**config.mk**
```make
export PLATFORM = sky130hd
export DESIGN_NAME = pcg32_bounded_random
export DESIGN_NICKNAME = d
export VERILOG_FILES = /design/src/hw/rtl/pcgbr_pkg.sv /design/src/hw/rtl/pcgbr_front.sv /design/src/hw/rtl/pcgbr_queue.sv /design/src/hw/rtl/pcgbr_gen.sv /design/src/hw/rtl/pcgbr_back.sv /design/src/hw/rtl/pcg32_bounded_random.sv
export SDC_FILE = /design/constraint.sdc
export NUM_CORES = 2
export LEC_CHECK = 0
export BUFFER_PORTS_ARGS = -buffer_cell sky130_fd_sc_hd__buf_2
export CAP_MARGIN = 20
export CORE_ASPECT_RATIO = 0.9
export CORE_MARGIN = 10
export CORE_UTILIZATION = 65
export CTS_BUF_LIST = sky130_fd_sc_hd__clkbuf_8
export DETAILED_ROUTE_END_ITERATION = 8
export MAX_ROUTING_LAYER = met4
export PLACE_DENSITY = 0.86
export SYNTH_ARGS = -nofsm -noshare
export SYNTH_HDL_FRONTEND = slang
export SYNTH_SLANG_ARGS = --single-unit
```
**constraint.sdc**
```tcl
create_clock -name clk -period 13.79 [get_ports clk]
set_input_delay 1.379 -clock clk [delete_from_list [all_inputs] [get_ports clk]]
set_output_delay 1.379 -clock clk [all_outputs]
set_load 0.05 [all_outputs]
```
**src/hw/rtl/pcgbr_pkg.sv**
```systemverilog
// Package for the bounded PCG32 random generator: types, constants and
// the small combinational helpers that the front, generator and back use.
// Depends on nothing.
`default_nettype none

package pcgbr_pkg;

    localparam logic [63:0] LCG_MULT = 64'h5851_F42D_4C95_7F2D;
    localparam logic [31:0] FULL32 = 32'hFFFF_FFFF;

    localparam int CFG_IDX_W = 2;
    localparam logic [CFG_IDX_W-1:0] CFG_SEED = 2'd0;
    localparam logic [CFG_IDX_W-1:0] CFG_INC = 2'd1;

    // The restoring divider runs one quotient bit per cycle.
    localparam logic [4:0] DIV_LAST = 5'd31;

    typedef struct packed {
        logic        bounded;
        logic [31:0] bound;
    } cmd_t;

    typedef struct packed {
        logic        done;
        logic [31:0] value;
    } gen_rsp_t;

    typedef enum logic [2:0] {
        GS_IDLE,
        GS_MUL1,
        GS_MUL2,
        GS_ACC,
        GS_LOAD
    } gen_step_t;

    typedef enum logic [2:0] {
        BK_IDLE,
        BK_DRAW,
        BK_DIV,
        BK_CHECK
    } back_state_t;

    typedef struct packed {
        logic [31:0] rem;
        logic        qbit;
    } div_step_t;

    // XSH RR output permutation taken from the state before the update.
    function automatic logic [31:0] xsh_rr(input logic [63:0] s);
        logic [63:0] shifted;
        logic [31:0] mixed;
        logic [4:0]  rot;
        logic [63:0] doubled;
        shifted = ((s >> 18) ^ s) >> 27;
        mixed = shifted[31:0];
        rot = s[63:59];
        doubled = {mixed, mixed} >> rot;
        return doubled[31:0];
    endfunction

    // One step of a restoring division. The remainder stays below the divisor.
    function automatic div_step_t div_step(input logic [31:0] rem, input logic din,
                                           input logic [31:0] divisor);
        div_step_t   r;
        logic [32:0] trial;
        logic [32:0] diff;
        trial = {rem, din};
        diff = trial - {1'b0, divisor};
        if (trial >= {1'b0, divisor})
        begin
            r.rem = diff[31:0];
            r.qbit = 1'b1;
        end
        else
        begin
            r.rem = trial[31:0];
            r.qbit = 1'b0;
        end
        return r;
    endfunction

endpackage

`default_nettype wire

```
**src/hw/rtl/pcgbr_front.sv**
```systemverilog
// Front end of the bounded PCG32 generator: takes input transfers and sorts
// them into raw and bounded commands for the queue. Uses pcgbr_pkg.
`default_nettype none

module pcgbr_front (
    input  wire logic              in_valid,
    output logic                   in_ready,
    input  wire logic              mode,
    input  wire logic [31:0]       bound,
    input  wire logic              q_full,
    output logic                   q_push,
    output pcgbr_pkg::cmd_t        q_data
);

    assign in_ready = !q_full;
    assign q_push = in_valid && !q_full;

    // A zero bound has no limit to enforce, so it is served as a raw draw.
    always_comb
    begin
        q_data.bounded = mode && (bound != 32'd0);
        q_data.bound = bound;
    end

endmodule

`default_nettype wire

```
**src/hw/rtl/pcgbr_queue.sv**
```systemverilog
// Two-entry command queue between the front and back of the bounded PCG32
// generator. Uses pcgbr_pkg for the command type.
`default_nettype none

module pcgbr_queue (
    input  wire logic              clk,
    input  wire logic              rst_n,
    input  wire logic              push,
    input  wire pcgbr_pkg::cmd_t   push_data,
    input  wire logic              pop,
    output pcgbr_pkg::cmd_t        pop_data,
    output logic                   full,
    output logic                   empty
);

    pcgbr_pkg::cmd_t entry_reg [2];
    logic       wr_ptr_reg;
    logic       wr_ptr_next;
    logic       rd_ptr_reg;
    logic       rd_ptr_next;
    logic [1:0] count_reg;
    logic [1:0] count_next;

    assign full = (count_reg == 2'd2);
    assign empty = (count_reg == 2'd0);
    assign pop_data = entry_reg[rd_ptr_reg];

    always_comb
    begin
        wr_ptr_next = wr_ptr_reg ^ push;
        rd_ptr_next = rd_ptr_reg ^ pop;
        count_next = count_reg + {1'b0, push} - {1'b0, pop};
    end

    always_ff @(posedge clk or negedge rst_n)
    begin
        if (!rst_n)
        begin
            wr_ptr_reg <= 1'b0;
            rd_ptr_reg <= 1'b0;
            count_reg <= 2'd0;
        end
        else
        begin
            wr_ptr_reg <= wr_ptr_next;
            rd_ptr_reg <= rd_ptr_next;
            count_reg <= count_next;
        end
    end

    always_ff @(posedge clk)
    begin
        if (push)
        begin
            entry_reg[wr_ptr_reg] <= push_data;
        end
    end

endmodule

`default_nettype wire

```
**src/hw/rtl/pcgbr_gen.sv**
```systemverilog
// PCG32 XSH RR generator with the configuration registers. The 64-bit LCG
// multiply is built from partial products on one shared 32x32 multiplier.
// Uses pcgbr_pkg.
`default_nettype none

module pcgbr_gen (
    input  wire logic                              clk,
    input  wire logic                              rst_n,
    input  wire logic                              cfg_write,
    input  wire logic [pcgbr_pkg::CFG_IDX_W-1:0]   cfg_index,
    input  wire logic [63:0]                       cfg_data,
    input  wire logic                              draw_start,
    output pcgbr_pkg::gen_rsp_t                    rsp
);

    pcgbr_pkg::gen_step_t step_reg;
    pcgbr_pkg::gen_step_t step_next;

    logic [63:0] state_reg;
    logic [63:0] inc_reg;
    logic [63:0] acc_reg;
    logic [63:0] prod_reg;
    logic [31:0] value_reg;
    logic [31:0] mult_a;
    logic [31:0] mult_b;
    logic [63:0] mult_p;

    localparam logic [31:0] MULT_LO = pcgbr_pkg::LCG_MULT[31:0];
    localparam logic [31:0] MULT_HI = pcgbr_pkg::LCG_MULT[63:32];

    always_comb
    begin
        step_next = step_reg;
        case (step_reg)
            pcgbr_pkg::GS_IDLE:
            begin
                if (draw_start)
                begin
                    step_next = pcgbr_pkg::GS_MUL1;
                end
            end
            pcgbr_pkg::GS_MUL1: step_next = pcgbr_pkg::GS_MUL2;
            pcgbr_pkg::GS_MUL2: step_next = pcgbr_pkg::GS_ACC;
            pcgbr_pkg::GS_ACC:  step_next = pcgbr_pkg::GS_LOAD;
            pcgbr_pkg::GS_LOAD: step_next = pcgbr_pkg::GS_IDLE;
            default:            step_next = pcgbr_pkg::GS_IDLE;
        endcase
    end

    // Operand selection for the partial products of the low 64 bits.
    always_comb
    begin
        case (step_reg)
            pcgbr_pkg::GS_MUL1:
            begin
                mult_a = state_reg[31:0];
                mult_b = MULT_HI;
            end
            pcgbr_pkg::GS_MUL2:
            begin
                mult_a = state_reg[63:32];
                mult_b = MULT_LO;
            end
            default:
            begin
                mult_a = state_reg[31:0];
                mult_b = MULT_LO;
            end
        endcase
        rsp.done = (step_reg == pcgbr_pkg::GS_LOAD);
        rsp.value = value_reg;
    end

    assign mult_p = mult_a * mult_b;

    always_ff @(posedge clk or negedge rst_n)
    begin
        if (!rst_n)
        begin
            step_reg <= pcgbr_pkg::GS_IDLE;
            state_reg <= 64'd0;
            inc_reg <= 64'd0;
        end
        else
        begin
            step_reg <= step_next;
            if (cfg_write && (cfg_index == pcgbr_pkg::CFG_SEED))
            begin
                state_reg <= cfg_data;
            end
            else if (step_reg == pcgbr_pkg::GS_LOAD)
            begin
                state_reg <= acc_reg + {inc_reg[63:1], 1'b1};
            end
            if (cfg_write && (cfg_index == pcgbr_pkg::CFG_INC))
            begin
                inc_reg <= cfg_data;
            end
        end
    end

    always_ff @(posedge clk)
    begin
        prod_reg <= mult_p;
        case (step_reg)
            pcgbr_pkg::GS_IDLE:
            begin
                if (draw_start)
                begin
                    value_reg <= pcgbr_pkg::xsh_rr(state_reg);
                end
            end
            pcgbr_pkg::GS_MUL1: acc_reg <= prod_reg;
            pcgbr_pkg::GS_MUL2: acc_reg <= acc_reg + {prod_reg[31:0], 32'd0};
            pcgbr_pkg::GS_ACC:  acc_reg <= acc_reg + {prod_reg[31:0], 32'd0};
            default:            acc_reg <= acc_reg;
        endcase
    end

endmodule

`default_nettype wire

```
**src/hw/rtl/pcgbr_back.sv**
```systemverilog
// Back end of the bounded PCG32 generator: draws, runs the rejection test
// and the modulo on two lockstep restoring dividers, and holds the result.
// Uses pcgbr_pkg.
`default_nettype none

module pcgbr_back (
    input  wire logic                  clk,
    input  wire logic                  rst_n,
    input  wire logic                  q_empty,
    input  wire pcgbr_pkg::cmd_t       q_data,
    output logic                       q_pop,
    output logic                       draw_start,
    input  wire pcgbr_pkg::gen_rsp_t   rsp,
    output logic                       out_valid,
    input  wire logic                  out_ready,
    output logic [31:0]                value
);

    pcgbr_pkg::back_state_t state_reg;
    pcgbr_pkg::back_state_t state_next;

    pcgbr_pkg::cmd_t cmd_reg;
    logic [31:0] xq_reg;
    logic [31:0] xrem_reg;
    logic [31:0] fq_reg;
    logic [31:0] frem_reg;
    logic [4:0]  cnt_reg;
    logic        out_valid_reg;
    logic [31:0] value_reg;

    logic        div_load;
    logic        out_load;
    logic [31:0] out_data;
    logic        accept;

    pcgbr_pkg::div_step_t xstep;
    pcgbr_pkg::div_step_t fstep;

    assign out_valid = out_valid_reg;
    assign value = value_reg;

    // x is below floor(FULL32/bound)*bound exactly when its quotient is
    // below the quotient of FULL32.
    assign accept = (xq_reg < fq_reg);

    assign xstep = pcgbr_pkg::div_step(xrem_reg, xq_reg[31], cmd_reg.bound);
    assign fstep = pcgbr_pkg::div_step(frem_reg, fq_reg[31], cmd_reg.bound);

    always_comb
    begin
        state_next = state_reg;
        case (state_reg)
            pcgbr_pkg::BK_IDLE:
            begin
                if (!q_empty && !out_valid_reg)
                begin
                    state_next = pcgbr_pkg::BK_DRAW;
                end
            end
            pcgbr_pkg::BK_DRAW:
            begin
                if (rsp.done)
                begin
                    state_next = cmd_reg.bounded ? pcgbr_pkg::BK_DIV : pcgbr_pkg::BK_IDLE;
                end
            end
            pcgbr_pkg::BK_DIV:
            begin
                if (cnt_reg == pcgbr_pkg::DIV_LAST)
                begin
                    state_next = pcgbr_pkg::BK_CHECK;
                end
            end
            pcgbr_pkg::BK_CHECK:
            begin
                state_next = accept ? pcgbr_pkg::BK_IDLE : pcgbr_pkg::BK_DRAW;
            end
            default: state_next = pcgbr_pkg::BK_IDLE;
        endcase
    end

    always_comb
    begin
        q_pop = 1'b0;
        draw_start = 1'b0;
        div_load = 1'b0;
        out_load = 1'b0;
        out_data = rsp.value;
        case (state_reg)
            pcgbr_pkg::BK_IDLE:
            begin
                q_pop = !q_empty && !out_valid_reg;
                draw_start = q_pop;
            end
            pcgbr_pkg::BK_DRAW:
            begin
                out_load = rsp.done && !cmd_reg.bounded;
                div_load = rsp.done && cmd_reg.bounded;
            end
            pcgbr_pkg::BK_CHECK:
            begin
                out_load = accept;
                draw_start = !accept;
                out_data = xrem_reg;
            end
            default:
            begin
                q_pop = 1'b0;
            end
        endcase
    end

    always_ff @(posedge clk or negedge rst_n)
    begin
        if (!rst_n)
        begin
            state_reg <= pcgbr_pkg::BK_IDLE;
            out_valid_reg <= 1'b0;
        end
        else
        begin
            state_reg <= state_next;
            if (out_load)
            begin
                out_valid_reg <= 1'b1;
            end
            else if (out_ready)
            begin
                out_valid_reg <= 1'b0;
            end
        end
    end

    always_ff @(posedge clk)
    begin
        if (q_pop)
        begin
            cmd_reg <= q_data;
        end
        if (out_load)
        begin
            value_reg <= out_data;
        end
        if (div_load)
        begin
            xq_reg <= rsp.value;
            xrem_reg <= 32'd0;
            fq_reg <= pcgbr_pkg::FULL32;
            frem_reg <= 32'd0;
            cnt_reg <= 5'd0;
        end
        else if (state_reg == pcgbr_pkg::BK_DIV)
        begin
            // Dividend bits shift out at the top while quotient bits enter below.
            xq_reg <= {xq_reg[30:0], xstep.qbit};
            xrem_reg <= xstep.rem;
            fq_reg <= {fq_reg[30:0], fstep.qbit};
            frem_reg <= fstep.rem;
            cnt_reg <= cnt_reg + 5'd1;
        end
    end

endmodule

`default_nettype wire

```
**src/hw/rtl/pcg32_bounded_random.sv**
```systemverilog
// Top level of the bounded PCG32 random generator. It ties the front end,
// command queue, generator and back end together. Uses pcgbr_pkg.
//
// Usage: write seed_state (index 0) and increment (index 1) on the cfg
// channel while the block is idle; cfg_ready is always high. Each input
// transfer (mode, bound) yields exactly one output transfer on value.
// Mode 0, or a bound of zero, gives one raw draw. Mode 1 gives a value
// below bound, redrawing while the draw falls in the biased top range.
// Steps: a raw item takes one draw through the generator update on its
// shared 32x32 multiplier, then loads the output register. A bounded
// item runs, for each draw, the generator update, the bit-serial divider
// and the check, and redraws until the check accepts. The next item
// starts the cycle after the output transfer if one is queued.
// A two-entry queue takes inputs while the back end works; the back end
// starts the next item only once the output register is free, so a
// stalled receiver holds value steady and fills the queue, after which
// in_ready falls. Reset clears the generator state and increment to zero
// and empties the queue and output register.
`default_nettype none

module pcg32_bounded_random (
    input  wire logic                              clk,
    input  wire logic                              rst_n,
    input  wire logic                              cfg_valid,
    output logic                                   cfg_ready,
    input  wire logic [pcgbr_pkg::CFG_IDX_W-1:0]   cfg_index,
    input  wire logic [63:0]                       cfg_data,
    input  wire logic                              in_valid,
    output logic                                   in_ready,
    input  wire logic                              mode,
    input  wire logic [31:0]                       bound,
    output logic                                   out_valid,
    input  wire logic                              out_ready,
    output logic [31:0]                            value
);

    pcgbr_pkg::cmd_t     push_data;
    pcgbr_pkg::cmd_t     pop_data;
    pcgbr_pkg::gen_rsp_t rsp;
    logic                push;
    logic                pop;
    logic                q_full;
    logic                q_empty;
    logic                draw_start;

    assign cfg_ready = 1'b1;

    pcgbr_front u_front (
        .in_valid (in_valid),
        .in_ready (in_ready),
        .mode     (mode),
        .bound    (bound),
        .q_full   (q_full),
        .q_push   (push),
        .q_data   (push_data)
    );

    pcgbr_queue u_queue (
        .clk       (clk),
        .rst_n     (rst_n),
        .push      (push),
        .push_data (push_data),
        .pop       (pop),
        .pop_data  (pop_data),
        .full      (q_full),
        .empty     (q_empty)
    );

    pcgbr_gen u_gen (
        .clk        (clk),
        .rst_n      (rst_n),
        .cfg_write  (cfg_valid),
        .cfg_index  (cfg_index),
        .cfg_data   (cfg_data),
        .draw_start (draw_start),
        .rsp        (rsp)
    );

    pcgbr_back u_back (
        .clk        (clk),
        .rst_n      (rst_n),
        .q_empty    (q_empty),
        .q_data     (pop_data),
        .q_pop      (pop),
        .draw_start (draw_start),
        .rsp        (rsp),
        .out_valid  (out_valid),
        .out_ready  (out_ready),
        .value      (value)
    );

endmodule

`default_nettype wire

```
==> Implementation_results.wiki <==
{| class="wikitable"
! Metric !! Value
|-
| Critical path depth || 29
|-
| Initial antenna violation count || 2
|-
| FF-to-FF End || u_gen.prod_reg[59]$_DFF_P_
|-
| Tightest Pin Transition || 1250 ps
|-
| Clock period minus worst slack || 10760 ps
|-
| Cell taking the most area after synthesis || sky130_fd_sc_hd__fa_1
|-
| Post-Syn Area || about 54000 µm²
|-
| Clock Skews || 52.7 ps
|-
| Critical Path Fanout Max || 33
|-
| Number of max-slew violations in the final report || 0
|-
| Placeable core region || 82700 µm²
|-
| Maximum number of pins on one net before global-route repair || 100
|-
| Final Hold Violating Endpoints || 0
|-
| Peak clock frequency supported by timing || 0.0930 GHz
|-
| Most used flip-flop cell after synthesis || sky130_fd_sc_hd__edfxtp_1
|-
| Gates resized, CTS repair || 0
|-
| Number of buffers created by CTS || approximately 90
|-
| Number of cells traversed by the worst register-to-register path || 29
|-
| Routed Wire Length || 162 mm
|-
| Via count of the first global-routing pass || 42001
|-
| Setup TNS || 0 ps
|-
| Effective utilization at floorplan || 65.5%
|-
| Residual antenna-violating net count after detailed routing || 0
|-
| Fillcell total || 6369
|-
| Share of the synthesized area in the top cell type || about a fifth
|-
| Worst reg2reg setup slack || 3030 ps
|-
| Warnings from Yosys || 0
|-
| Post-route worst setup slack || between 3000 and 4000 ps
|-
| Most numerous cell on the critical path || sky130_fd_sc_hd__fa_1
|-
| Row count || 100
|-
| Area of placed instances || 56000 µm²
|-
| Area of the die || 95300 µm²
|-
| Overall via count from detail_route || 42211
|-
| Pre-CTS worst setup slack || 3430 ps
|-
| Cell with the most instances after synthesis || sky130_fd_sc_hd__inv_1
|-
| Number of iterations in the first detailed-routing pass || 6
|-
| Mapped Avg Cell Area || 9.67 µm²
|-
| Violation count after the first detailed-routing iteration || 4836
|-
| Required time worst endpoint || ~14000 ps
|-
| Routed length per placed instance || ~23 µm
|-
| Remaining global-route overflow || 0
|-
| Crit share post-route || 78.0%
|-
| CTS H-Tree Depth || 3
|-
| Slowest cell on the critical path || sky130_fd_sc_hd__mux2i_1
|-
| Start point of the worst min-delay path || u_back.fq_reg[14]$_SDFFE_PP1P_
|-
| Commonest cells in the synthesized netlist || sky130_fd_sc_hd__inv_1, sky130_fd_sc_hd__ha_1, sky130_fd_sc_hd__fa_1
|-
| Number of buffer and inverter instances along the worst setup path || 6
|-
| Deepest clock path buffer count || 3
|-
| Layout overhead on the synthesized area || 6.93%
|-
| Largest register FFs || 66
|-
| Worst Setup Path Type || flip-flop to flip-flop
|-
| Top post-synthesis cells by area || sky130_fd_sc_hd__fa_1, sky130_fd_sc_hd__edfxtp_1, sky130_fd_sc_hd__ha_1, sky130_fd_sc_hd__dfrtp_1, sky130_fd_sc_hd__inv_1
|-
| Final estimated routing congestion in global placement || 1.06
|-
| Fraction of the yosys area taken by sequential cells || 26.8%
|-
| Number of flip-flops and latches in the synthesized netlist || 560
|-
| Vias per cell || approximately 6.1
|-
| Clock transition at the registers of the reported paths || 60 ps
|-
| Number of placed I/O pins || 139
|-
| Count of hold buffers inserted by post-cts repair || 0
|-
| Half-perimeter wire length after placement || 130 mm
|-
| Number of enable flip-flop cells after synthesis || 259
|-
| Signal arrival time at the worst endpoint || 11380 ps
|-
| Critical Path Max Stage Delay || 1080 ps
|-
| GR Util All Layers || between 30% and 40%
|-
| Net count reported at finish || roughly 7000
|-
| Startpoint of the most critical register-to-register path || u_gen.step_reg[2]$_DFFE_PN0P_
|-
| Final cell utilization of the core || 70.0%
|-
| Drt drc || 0
|-
| Classification of the worst-slack hold path || flip-flop to flip-flop
|-
| Max_cap viols || 0
|-
| CTS tree || yes
|-
| Clock latency on the worst-skew pair || 720 ps
|-
| Horiz. Die Dim || roughly 320 µm
|-
| Netlist cell types || 91
|-
| Final setup viols || 0
|-
| Layout cells sized above 1 || 9.00%
|-
| Post-Synthesis Cells || 5600
|-
| RSZ-0062 raised after global routing || no
|-
| Fraction of registers with async set or reset after synthesis || about 24%
|-
| Type of element launching the critical path || flip-flop
|-
| Instance count along the most critical hold path || 2
|-
| Post-layout instance area || 57900 µm²
|-
| Num Clock Sinks || 560
|-
| Worst slew margin relative to its limit || 14.1%
|-
| Global-route wire length before repair || 247 mm
|-
| I/O Buffers || about 140
|-
| Chip Height || 294 µm
|-
| Top cell family by delay on the critical path || adder cells
|-
| Post-CTS Repair Setup Buffers || 0
|-
| Category of the worst setup path capture point || flip-flop
|-
| Result of the run || complete, no violations
|-
| Master cell of the clock root buffer || sky130_fd_sc_hd__clkbuf_8
|-
| Hold Path End || u_back.fq_reg[15]$_SDFFE_PP1P_
|}
[layer usage]
| metal | global-route usage [%] | up-vias | share of wire [%] |
|---|---|---|---|
| met3 | 7.61 | 410 | 11 |
| met4 | 12.6 | 0 | 4.2 |
| met2 | 50.1 | 2154 | 43 |
| met1 | 48.3 | 20653 | 42 |
| met5 | - | - | 0 |
| li1 | - | 18994 | - |
[worst max-delay path by stage]
stage / from / to / slack (ps)
after global placement: u_gen.step_reg[2]$_DFFE_PN0P_ / u_gen.prod_reg[62]$_DFF_P_ / 3530
final: u_gen.step_reg[2]$_DFFE_PN0P_ / u_gen.prod_reg[59]$_DFF_P_ / 3030
after floorplan: u_gen.step_reg[2]$_DFFE_PN0P_ / u_gen.prod_reg[62]$_DFF_P_ / 4080
after global routing: u_gen.step_reg[2]$_DFFE_PN0P_ / u_gen.prod_reg[62]$_DFF_P_ / 2880
after detailed placement: u_gen.step_reg[2]$_DFFE_PN0P_ / u_gen.prod_reg[59]$_DFF_P_ / 3430
after CTS: u_gen.step_reg[2]$_DFFE_PN0P_ / u_gen.prod_reg[59]$_DFF_P_ / 3400
[area by class of cell]
type / instances / area, µm² / share of cell area (%)
multi-input combinational: 3983 / 35700 / 61.7
timing repair buffer: 187 / 1070 / 1.84
antenna: 3 / 7.51 / 0.0130
clock buffer: 99 / 1360 / 2.35
sequential: 560 / 14500 / 25.0
clock inverter: 72 / 497 / 0.858
inverter: 889 / 3340 / 5.77
tap: 1122 / 1400 / 2.42
[kinds of logic (layout without fill, tap and decap cells)]
logic type,after synthesis,after routing,share of synthesized area (%)
xor+xnor,224,224,3.62
simple gates,1191,1191,9.78
other cells,2,35,0.0139
fa+ha+maj,1156,1156,34.2
mux,261,261,5.42
flops,560,560,26.8
buf+inv,1087,1247,7.58
compound gates,1119,1119,12.6
[worst reg2reg max path: cells and delay by family (launching register included)]
kind | cells | cell delay, ps
flops | 1 | 470
compound gates | 6 | 1420
fa+ha+maj | 9 | 4660
simple gates | 6 | 1360
buf+inv | 6 | 1490
mux | 1 | 1120
xor+xnor | 1 | 160
[stage by stage]
step,hold slack (ps),instances
3_3_place_gp,453,6738
6_report,476,6915
2_1_floorplan,443,5630
3_5_place_dp,463,6740
4_1_cts,482,6911
5_1_grt,504,6914
[cell usage in the layout (no fill, tap or decap), drive strengths merged, types with 99 or more instances in the layout]
master	n
xnor2	134
mux2	158
a21o	149
nand2	496
clkbuf	99
fa	539
nor2	348
dfrtp	137
dfxtp	164
edfxtp	259
a21oi	363
o21ai	310
inv	911
buf	187
ha	617
Power is not shown: default switching activity piles up to over one toggle a cycle in this logic, so the estimate is an artifact.
